**src/rtl/srbs_pkg.sv**
```systemverilog
// Shared types, codes and defaults for the SPI register and buffer slave.
`default_nettype none
package srbs_pkg;

	localparam int REG_COUNT_DEF    = 64;
	localparam int BUFFER_DEPTH_DEF = 128;

	localparam logic [7:0] CMD_REG_BIT   = 8'h80;
	localparam logic [7:0] CMD_WR_BIT    = 8'h40;
	localparam logic [7:0] CMD_BUF_RD    = 8'h00;
	localparam logic [7:0] CMD_BUF_WR    = 8'h40;
	localparam logic [7:0] CMD_FRAME_RD  = 8'h20;
	localparam logic [7:0] CMD_ADDR_MASK = 8'h3F;

	localparam logic [2:0] KIND_NONE     = 3'd0;
	localparam logic [2:0] KIND_REG_RD   = 3'd1;
	localparam logic [2:0] KIND_REG_WR   = 3'd2;
	localparam logic [2:0] KIND_BUF_RD   = 3'd3;
	localparam logic [2:0] KIND_BUF_WR   = 3'd4;
	localparam logic [2:0] KIND_FRAME_RD = 3'd5;

	typedef struct packed {
		logic capture;
		logic ld_addr;
		logic clr_ptr;
		logic ld_ofs;
		logic inc_ptr;
		logic wr_reg;
		logic wr_buf;
		logic resp_reg;
		logic resp_buf;
	} ctrl_cmd_t;

	typedef struct packed {
		logic       frame;
		logic [2:0] kind;
	} dp_stat_t;

endpackage
`default_nettype wire

```
**src/rtl/srbs_ram.sv**
```systemverilog
// Generic single-write, single-read RAM with registered read data.
`default_nettype none
module srbs_ram #(
	parameter int WIDTH = 8,
	parameter int DEPTH = 64,
	localparam int AW = (DEPTH > 1) ? $clog2(DEPTH) : 1
) (
	input  wire logic             clk,
	input  wire logic             we,
	input  wire logic [AW-1:0]    waddr,
	input  wire logic [WIDTH-1:0] wdata,
	input  wire logic [AW-1:0]    raddr,
	output logic      [WIDTH-1:0] rdata
);

	logic [WIDTH-1:0] mem_q [DEPTH];

	always_ff @(posedge clk) begin
		if (we) begin
			mem_q[waddr] <= wdata;
		end
		rdata <= mem_q[raddr];
	end

endmodule
`default_nettype wire

```
**src/rtl/srbs_ctrl.sv**
```systemverilog
// Controller: per-byte sequencing and SPI command phase tracking.
`default_nettype none
module srbs_ctrl
	import srbs_pkg::*;
(
	input  wire logic      clk,
	input  wire logic      arst_n,
	input  wire logic      start,
	input  wire dp_stat_t  stat,
	output ctrl_cmd_t      cmd,
	output logic           busy,
	output logic           done
);

	localparam logic [1:0] ST_IDLE = 2'd0;
	localparam logic [1:0] ST_READ = 2'd1;
	localparam logic [1:0] ST_DONE = 2'd2;

	localparam logic [2:0] PH_IDLE       = 3'd0;
	localparam logic [2:0] PH_REG_RD     = 3'd1;
	localparam logic [2:0] PH_REG_WR     = 3'd2;
	localparam logic [2:0] PH_BUF_RD_OFS = 3'd3;
	localparam logic [2:0] PH_BUF_WR_OFS = 3'd4;
	localparam logic [2:0] PH_BUF_RD     = 3'd5;
	localparam logic [2:0] PH_BUF_WR     = 3'd6;

	logic [1:0] state_q, state_d;
	logic [2:0] phase_q, phase_d;

	always_comb begin
		state_d = state_q;
		phase_d = phase_q;
		cmd     = '0;
		busy    = 1'b1;
		done    = 1'b0;
		case (state_q)
			ST_IDLE: begin
				busy = 1'b0;
				if (start) begin
					cmd.capture = 1'b1;
					state_d     = ST_READ;
				end
			end
			ST_READ: begin
				state_d = ST_DONE;
			end
			ST_DONE: begin
				done    = 1'b1;
				state_d = ST_IDLE;
				if (stat.frame) begin
					case (stat.kind)
						KIND_REG_RD: begin
							cmd.ld_addr = 1'b1;
							phase_d     = PH_REG_RD;
						end
						KIND_REG_WR: begin
							cmd.ld_addr = 1'b1;
							phase_d     = PH_REG_WR;
						end
						KIND_BUF_RD:   phase_d = PH_BUF_RD_OFS;
						KIND_BUF_WR:   phase_d = PH_BUF_WR_OFS;
						KIND_FRAME_RD: begin
							cmd.clr_ptr = 1'b1;
							phase_d     = PH_BUF_RD;
						end
						default:       phase_d = PH_IDLE;
					endcase
				end else begin
					case (phase_q)
						PH_REG_RD: begin
							cmd.resp_reg = 1'b1;
							phase_d      = PH_IDLE;
						end
						PH_REG_WR: begin
							cmd.wr_reg = 1'b1;
							phase_d    = PH_IDLE;
						end
						PH_BUF_RD_OFS: begin
							cmd.ld_ofs = 1'b1;
							phase_d    = PH_BUF_RD;
						end
						PH_BUF_WR_OFS: begin
							cmd.ld_ofs = 1'b1;
							phase_d    = PH_BUF_WR;
						end
						PH_BUF_RD: begin
							cmd.resp_buf = 1'b1;
							cmd.inc_ptr  = 1'b1;
						end
						PH_BUF_WR: begin
							cmd.wr_buf  = 1'b1;
							cmd.inc_ptr = 1'b1;
						end
						default: phase_d = PH_IDLE;
					endcase
				end
			end
			default: state_d = ST_IDLE;
		endcase
	end

	always_ff @(posedge clk or negedge arst_n) begin
		if (!arst_n) begin
			state_q <= ST_IDLE;
			phase_q <= PH_IDLE;
		end else begin
			state_q <= state_d;
			phase_q <= phase_d;
		end
	end

endmodule
`default_nettype wire

```
**src/rtl/srbs_dp.sv**
```systemverilog
// Datapath: byte capture, address and pointer registers, register file and frame buffer.
`default_nettype none
module srbs_dp
	import srbs_pkg::*;
#(
	parameter int REG_COUNT    = REG_COUNT_DEF,
	parameter int BUFFER_DEPTH = BUFFER_DEPTH_DEF
) (
	input  wire logic       clk,
	input  wire logic       arst_n,
	input  wire logic [7:0] mosi_byte,
	input  wire logic       frame_start,
	input  wire ctrl_cmd_t  cmd,
	output dp_stat_t        stat,
	output logic      [7:0] miso_byte,
	output logic            read_valid
);

	localparam int RA_W  = $clog2(REG_COUNT);
	localparam int BP_W  = $clog2(BUFFER_DEPTH);
	localparam int RECIP = (65536 + BUFFER_DEPTH - 1) / BUFFER_DEPTH;

	logic [7:0]              byte_q;
	logic                    frame_q;
	logic [5:0]              reg_address_q;
	logic [BP_W-1:0]         ptr_q;
	logic [7:0]              quot_q;
	logic [REG_COUNT-1:0]    reg_valid_q;
	logic [BUFFER_DEPTH-1:0] buf_valid_q;
	logic                    reg_rvld_q;
	logic                    buf_rvld_q;
	logic [7:0]              reg_rdata;
	logic [7:0]              buf_rdata;
	logic [RA_W-1:0]         reg_idx;
	logic                    reg_in_range;
	logic                    reg_we;
	logic [24:0]             quot_prod;
	logic [15:0]             ofs_full;
	logic [BP_W-1:0]         ptr_next;

	assign reg_idx      = reg_address_q[RA_W-1:0];
	assign reg_in_range = {1'b0, reg_address_q} < 7'(REG_COUNT);
	assign reg_we       = cmd.wr_reg && reg_in_range;
	assign quot_prod    = 25'(byte_q) * 25'(RECIP);
	assign ofs_full     = 16'(byte_q) - 16'(quot_q) * 16'(BUFFER_DEPTH);
	assign ptr_next     = (ptr_q == BP_W'(BUFFER_DEPTH - 1)) ? '0 : ptr_q + 1'b1;

	always_comb begin
		stat.frame = frame_q;
		if ((byte_q & CMD_REG_BIT) != 8'h00) begin
			stat.kind = ((byte_q & CMD_WR_BIT) != 8'h00) ? KIND_REG_WR : KIND_REG_RD;
		end else if (byte_q == CMD_BUF_RD) begin
			stat.kind = KIND_BUF_RD;
		end else if (byte_q == CMD_BUF_WR) begin
			stat.kind = KIND_BUF_WR;
		end else if (byte_q == CMD_FRAME_RD) begin
			stat.kind = KIND_FRAME_RD;
		end else begin
			stat.kind = KIND_NONE;
		end
	end

	always_comb begin
		miso_byte  = 8'h00;
		read_valid = 1'b0;
		if (cmd.resp_reg) begin
			read_valid = 1'b1;
			if (reg_in_range && reg_rvld_q) begin
				miso_byte = reg_rdata;
			end
		end else if (cmd.resp_buf) begin
			read_valid = 1'b1;
			if (buf_rvld_q) begin
				miso_byte = buf_rdata;
			end
		end
	end

	always_ff @(posedge clk) begin
		if (cmd.capture) begin
			byte_q  <= mosi_byte;
			frame_q <= frame_start;
		end
		quot_q     <= quot_prod[23:16];
		reg_rvld_q <= reg_valid_q[reg_idx];
		buf_rvld_q <= buf_valid_q[ptr_q];
	end

	always_ff @(posedge clk or negedge arst_n) begin
		if (!arst_n) begin
			reg_address_q <= '0;
			ptr_q         <= '0;
			reg_valid_q   <= '0;
			buf_valid_q   <= '0;
		end else begin
			if (cmd.ld_addr) begin
				reg_address_q <= 6'(byte_q & CMD_ADDR_MASK);
			end
			if (cmd.clr_ptr) begin
				ptr_q <= '0;
			end else if (cmd.ld_ofs) begin
				ptr_q <= ofs_full[BP_W-1:0];
			end else if (cmd.inc_ptr) begin
				ptr_q <= ptr_next;
			end
			if (reg_we) begin
				reg_valid_q[reg_idx] <= 1'b1;
			end
			if (cmd.wr_buf) begin
				buf_valid_q[ptr_q] <= 1'b1;
			end
		end
	end

	srbs_ram #(
		.WIDTH(8),
		.DEPTH(REG_COUNT)
	) u_reg_ram (
		.clk  (clk),
		.we   (reg_we),
		.waddr(reg_idx),
		.wdata(byte_q),
		.raddr(reg_idx),
		.rdata(reg_rdata)
	);

	srbs_ram #(
		.WIDTH(8),
		.DEPTH(BUFFER_DEPTH)
	) u_buf_ram (
		.clk  (clk),
		.we   (cmd.wr_buf),
		.waddr(ptr_q),
		.wdata(byte_q),
		.raddr(ptr_q),
		.rdata(buf_rdata)
	);

endmodule
`default_nettype wire

```
**src/rtl/spi_register_and_buffer_slave_top.sv**
```systemverilog
// Top level of the SPI register and buffer slave.
// Each SPI byte is one transaction: start with busy low accepts mosi_byte and frame_start,
// busy then stays high through the READ and DONE states, and done pulses for one cycle in
// the DONE state with miso_byte and read_valid; a new byte is taken only once busy is low
// again. The READ state covers the registered read of the register file and frame buffer
// RAMs, and the DONE state then commits writes and pointer updates. The receiver
// cannot stall done. Both memories read as zero after reset through per-entry valid flags,
// so no clearing pass is needed and the block is ready right out of reset.
`default_nettype none
module spi_register_and_buffer_slave_top
	import srbs_pkg::*;
#(
	parameter int REG_COUNT    = REG_COUNT_DEF,
	parameter int BUFFER_DEPTH = BUFFER_DEPTH_DEF
) (
	input  wire logic       clk,
	input  wire logic       arst_n,
	input  wire logic       start,
	output logic            busy,
	input  wire logic [7:0] mosi_byte,
	input  wire logic       frame_start,
	output logic            done,
	output logic      [7:0] miso_byte,
	output logic            read_valid
);

	ctrl_cmd_t cmd;
	dp_stat_t  stat;

	srbs_ctrl u_ctrl (
		.clk   (clk),
		.arst_n(arst_n),
		.start (start),
		.stat  (stat),
		.cmd   (cmd),
		.busy  (busy),
		.done  (done)
	);

	srbs_dp #(
		.REG_COUNT   (REG_COUNT),
		.BUFFER_DEPTH(BUFFER_DEPTH)
	) u_dp (
		.clk        (clk),
		.arst_n     (arst_n),
		.mosi_byte  (mosi_byte),
		.frame_start(frame_start),
		.cmd        (cmd),
		.stat       (stat),
		.miso_byte  (miso_byte),
		.read_valid (read_valid)
	);

	a_accept_busy: assert property (@(posedge clk) disable iff (!arst_n)
		(start && !busy) |=> busy)
		else $error("busy not raised after accepted transaction");

	a_accept_done: assert property (@(posedge clk) disable iff (!arst_n)
		(start && !busy) |-> ##2 done)
		else $error("done missing two cycles after accepted transaction");

	a_done_busy: assert property (@(posedge clk) disable iff (!arst_n)
		done |-> (busy && $past(busy)))
		else $error("done without a transaction in flight");

	a_quiet_out: assert property (@(posedge clk) disable iff (!arst_n)
		!done |-> (miso_byte == 8'h00 && !read_valid))
		else $error("result ports active outside done");

endmodule
`default_nettype wire
```
**config.mk**
```make
export PLATFORM = sky130hd
export DESIGN_NAME = spi_register_and_buffer_slave_top
export DESIGN_NICKNAME = d
export VERILOG_FILES = /design/src/rtl/srbs_pkg.sv /design/src/rtl/srbs_ram.sv /design/src/rtl/srbs_ctrl.sv /design/src/rtl/srbs_dp.sv /design/src/rtl/spi_register_and_buffer_slave_top.sv
export SDC_FILE = /design/constraint.sdc
export NUM_CORES = 2
export LEC_CHECK = 0
export CAP_MARGIN = 20
export CORE_ASPECT_RATIO = 1.5
export CORE_MARGIN = 2
export CORE_UTILIZATION = 35
export CTS_BUF_LIST = sky130_fd_sc_hd__clkbuf_16
export DETAILED_ROUTE_END_ITERATION = 7
export DONT_BUFFER_PORTS = 1
export PLACE_DENSITY = 0.59
export SYNTH_ARGS = -nofsm -noshare
export SYNTH_HDL_FRONTEND = slang
export SYNTH_SLANG_ARGS = --single-unit
```
**constraint.sdc**
```tcl
create_clock -name clk -period 12.6 [get_ports clk]
set_clock_uncertainty 0.15 [all_clocks]
set_input_delay 0.63 -clock clk [delete_from_list [all_inputs] [get_ports clk]]
set_output_delay 0.63 -clock clk [all_outputs]
set_load 0.005 [all_outputs]
```
==> reports/results.tsv <==
stage	metric	value	unit
floorplan	die area	203000	µm²
timing	Final Setup Violations	0	
worst_setup_path	worst r2r path cells	9	
synth	Post-Synthesis Cells	4054	
timing	Rel. slew slack	11.4	%
timing	max-slew violation count	0	
floorplan	I/O pin count	23	
synth	post-synth top area share	66.5	%
worst_setup_path	startpoint class of the critical path	flip-flop	
job	max-cap violations	0	
clocking	Clk Latency, worst-skew pair	830	ps
clocking	H-tree depth	4	
worst_setup_path	Req. time, crit path	13100	ps
worst_setup_path	crit-path max cell delay	740	ps
cells_and_area	Area Overhead vs Synth	12.7	%
floorplan	die width	369	µm
worst_setup_path	kind of critical path	flip-flop to flip-flop	
synth	fraction of the yosys area taken by sequential cells	74.5	%
timing	Final period util	42.2	%
worst_setup_path	cell mode on critical path	buf_4	
drt	DRT Pass-1 Iters	6	
floorplan	Die Y	551	µm
worst_setup_path	r2r endpoint	u_dp.u_buf_ram.rdata[3]	
drt	vias post-DR	39900	
synth	area leader, netlist	edfxtp_1	
drt	final WL	213000	µm
grt	largest net degree at the start of global routing	211	
place	Routability Congestion	0.958	
clocking	deepest clock path buffer count	3	
synth	Net Count, Synth	4067	
worst_setup_path	CP bufs+invs	4	
timing	final worst slack	7280	ps
floorplan	Site Rows	200	
synth	Area contributors post-synth	edfxtp_1, dfrtp_1, mux4_2, mux2_2, a221oi_1	
clocking	CTS clk-pin slew, worst paths	60	ps
cells_and_area	share of layout cells above drive strength 1	21.3	%
worst_setup_path	Critical Path, Cell by Cell	buf_4, buf_4, inv_2, buf_4, a221o_1, a221o_1, and3_4, o311ai_2, o31ai_1	
timing	Max Clock Freq	0.188	GHz
synth	Mapped Area	69800	µm²
clocking	CTS tree	done	
worst_setup_path	CP max-delay cell	o311ai_2	
drt	routed vias/inst	5.82	
run_status	outcome	finished clean	
drt	DRT iter0 DRCs	4710	
grt	first-pass GRT wire length	302000	µm
place	Setup WS pre-CTS	7590	ps
synth	Mapped Avg Cell Area	17.2	µm²
floorplan	Core ar.	198000	µm²
timing	RSZ-0062 raised after global routing	no	
synth	Yosys reg bits	1773	
drt	Routed Antenna Nets	0	
synth	ys flop type	edfxtp_1	
place	Final HPWL DP	127000	µm
clocking	CTS buffer count	167	
drt	residual DRC count	0	
timing	worst slew pin tran	1330	ps
pwr	Peak VDD IR	0.201	mV
drt	drt wl/cell	31.1	µm
worst_setup_path	critical path arrival	5820	ps
worst_setup_path	delay-heaviest family, CP	buffers and inverters	
worst_setup_path	critical path fanouts, max	50	
clocking	clock sink count	1773	
synth	Synthesis Warnings	0	
timing	Post-Route Setup TNS	0	ps
grt	initial antenna violation count	4	
worst_setup_path	worst r2r src	u_dp.ptr_q[1]	
clocking	Root Buffer	clkbuf_16	
grt	vias in the first global route	40000	
timing	Tmin final	5320	ps
timing	final hold violation count	0	
clocking	post-CTS sizing	0	
place	port bufs	0	
place	placed cell areas	72700	µm²
worst_setup_path	crit path capture type	flip-flop	
cells_and_area	final instance area	78600	µm²
grt	Total GRT Usage	20.7	%
cells_and_area	nets	4101	
pwr	Cell Pwr Density	217	nW/µm²
synth	Post-synth EDFFs	1545	
pwr	Static Leak	26.5	nW
grt	grt ovf	0	
synth	Post-synth ARST share	11.8	%
floorplan	Starting Density	35.3	%
worst_setup_path	R2R Setup Slk	7280	ps
synth	Cell variety after synth	91	
worst_hold_path	worst hold path type	primary input to async pin	
==> area by class of cell <==
cell class / instances / area [µm²]
diodes: 3 / 7.51
clock buffers: 170 / 4250
clock inverters: 143 / 1440
fillers: 17600 / 119000
inverters: 13 / 50.0
multi-input cells: 2021 / 16400
flip-flops and latches: 1773 / 52000
well taps: 2626 / 3290
repair buffers: 112 / 1090
==> placed cells by master, fill, tap and decap left out, types with 23 or more instances in the layout <==
master     count
a211oi_1      26
a21oi_1       90
a221o_1       36
a221oi_1     167
a22o_1        31
a22oi_1      102
buf_4         82
clkbuf_16    170
clkinv_1      30
clkinv_2      33
dfrtp_1      203
edfxtp_1    1545
inv_1         31
mux2_2       136
mux2i_1      146
mux4_2       159
nand2_1      165
nand3_1       49
nor2_1       280
o21ai_0       76
o221ai_1      25
o22ai_1       36
o2bb2ai_1     23
or2_2        190
==> timing repair <==
action	CTS	global route
hold buffers	12	0
endpoints found under the hold margin	220	0
buffers inserted	0	0
==> logic make-up (layout without fill, tap and decap cells) <==
group,count (synthesis),after routing,synth area share [%]
xor gates and xnor gates,4,4,0.0502
AOI/OAI and AO/OA,737,737,8.00
muxes,445,445,9.50
adders and majority gates,1,1,0.0179
and+or+nand+nor,834,834,5.85
buffers and inverters,260,438,2.05
DFF,1773,1773,74.5
other,0,3,0
==> metal layers <==
layer / vias to the layer above / wire length [µm] / GRT usage (%)
met4: 2 / 16600 / 14.0
li1: 16300 / - / -
met3: 674 / 15400 / 3.63
met2: 2182 / 105000 / 34.7
met5: - / 15 / 0
met1: 20800 / 76600 / 24.3
==> state kept, by name, summed over array words and instances (netlist names) <==
register / flops
u_ctrl.phase_q: 3
u_dp.buf_rvld_q: 1
u_dp.reg_address_q: 6
u_dp.frame_q: 1
u_dp.reg_valid_q: 64
u_dp.ptr_q: 7
u_dp.u_reg_ram.rdata: 8
u_dp.u_buf_ram.mem_q: 1024
u_dp.buf_valid_q: 128
u_dp.byte_q: 8
u_dp.u_reg_ram.mem_q: 512
u_dp.reg_rvld_q: 1
u_ctrl.state_q: 2
u_dp.u_buf_ram.rdata: 8
==> how the worst max path moves through the flow <==
stage	start	endpoint	depth (start not counted)
floorplan	u_dp.byte_q[7]	u_dp.reg_address_q[5]	2
global placement	u_dp.ptr_q[1]	u_dp.u_buf_ram.rdata[1]	9
detailed placement	u_dp.ptr_q[1]	u_dp.u_buf_ram.rdata[3]	9
CTS	u_dp.ptr_q[1]	u_dp.u_buf_ram.rdata[3]	9
global route	u_dp.ptr_q[1]	u_dp.u_buf_ram.rdata[3]	9
finish	u_dp.ptr_q[1]	u_dp.u_buf_ram.rdata[3]	9
==> power by group <==
part | total (mW) | internal, mW | switching, mW
Combinational | 5.02 | 1.62 | 3.40
Sequential | 6.77 | 6.52 | 0.246
Clock | 5.24 | 2.94 | 2.30
Total | 17.0 | 11.1 | 5.95
==> synthesized netlist by cell type, drive strengths merged, types with 49 or more instances <==
cell    number
a22oi      102
edfxtp    1545
mux4       159
buf        171
nor2       287
a21oi       90
mux2i      146
dfrtp      210
o21ai       78
mux2       140
a221oi     168
clkbuf      76
nand3       49
nand2      172
or2        195
==> metrics by stage <==
stage,utilization [%],power [mW],hold WS (ps),cells
floorplan,-,9.78,184,4054
global placement,36.7,11.7,214,6520
detailed placement,36.7,11.8,211,6529
CTS,39.7,17.0,262,6854
global route,39.7,17.4,236,6859
finish,39.7,17.0,192,6861
(Power assumes the default switching activity.)
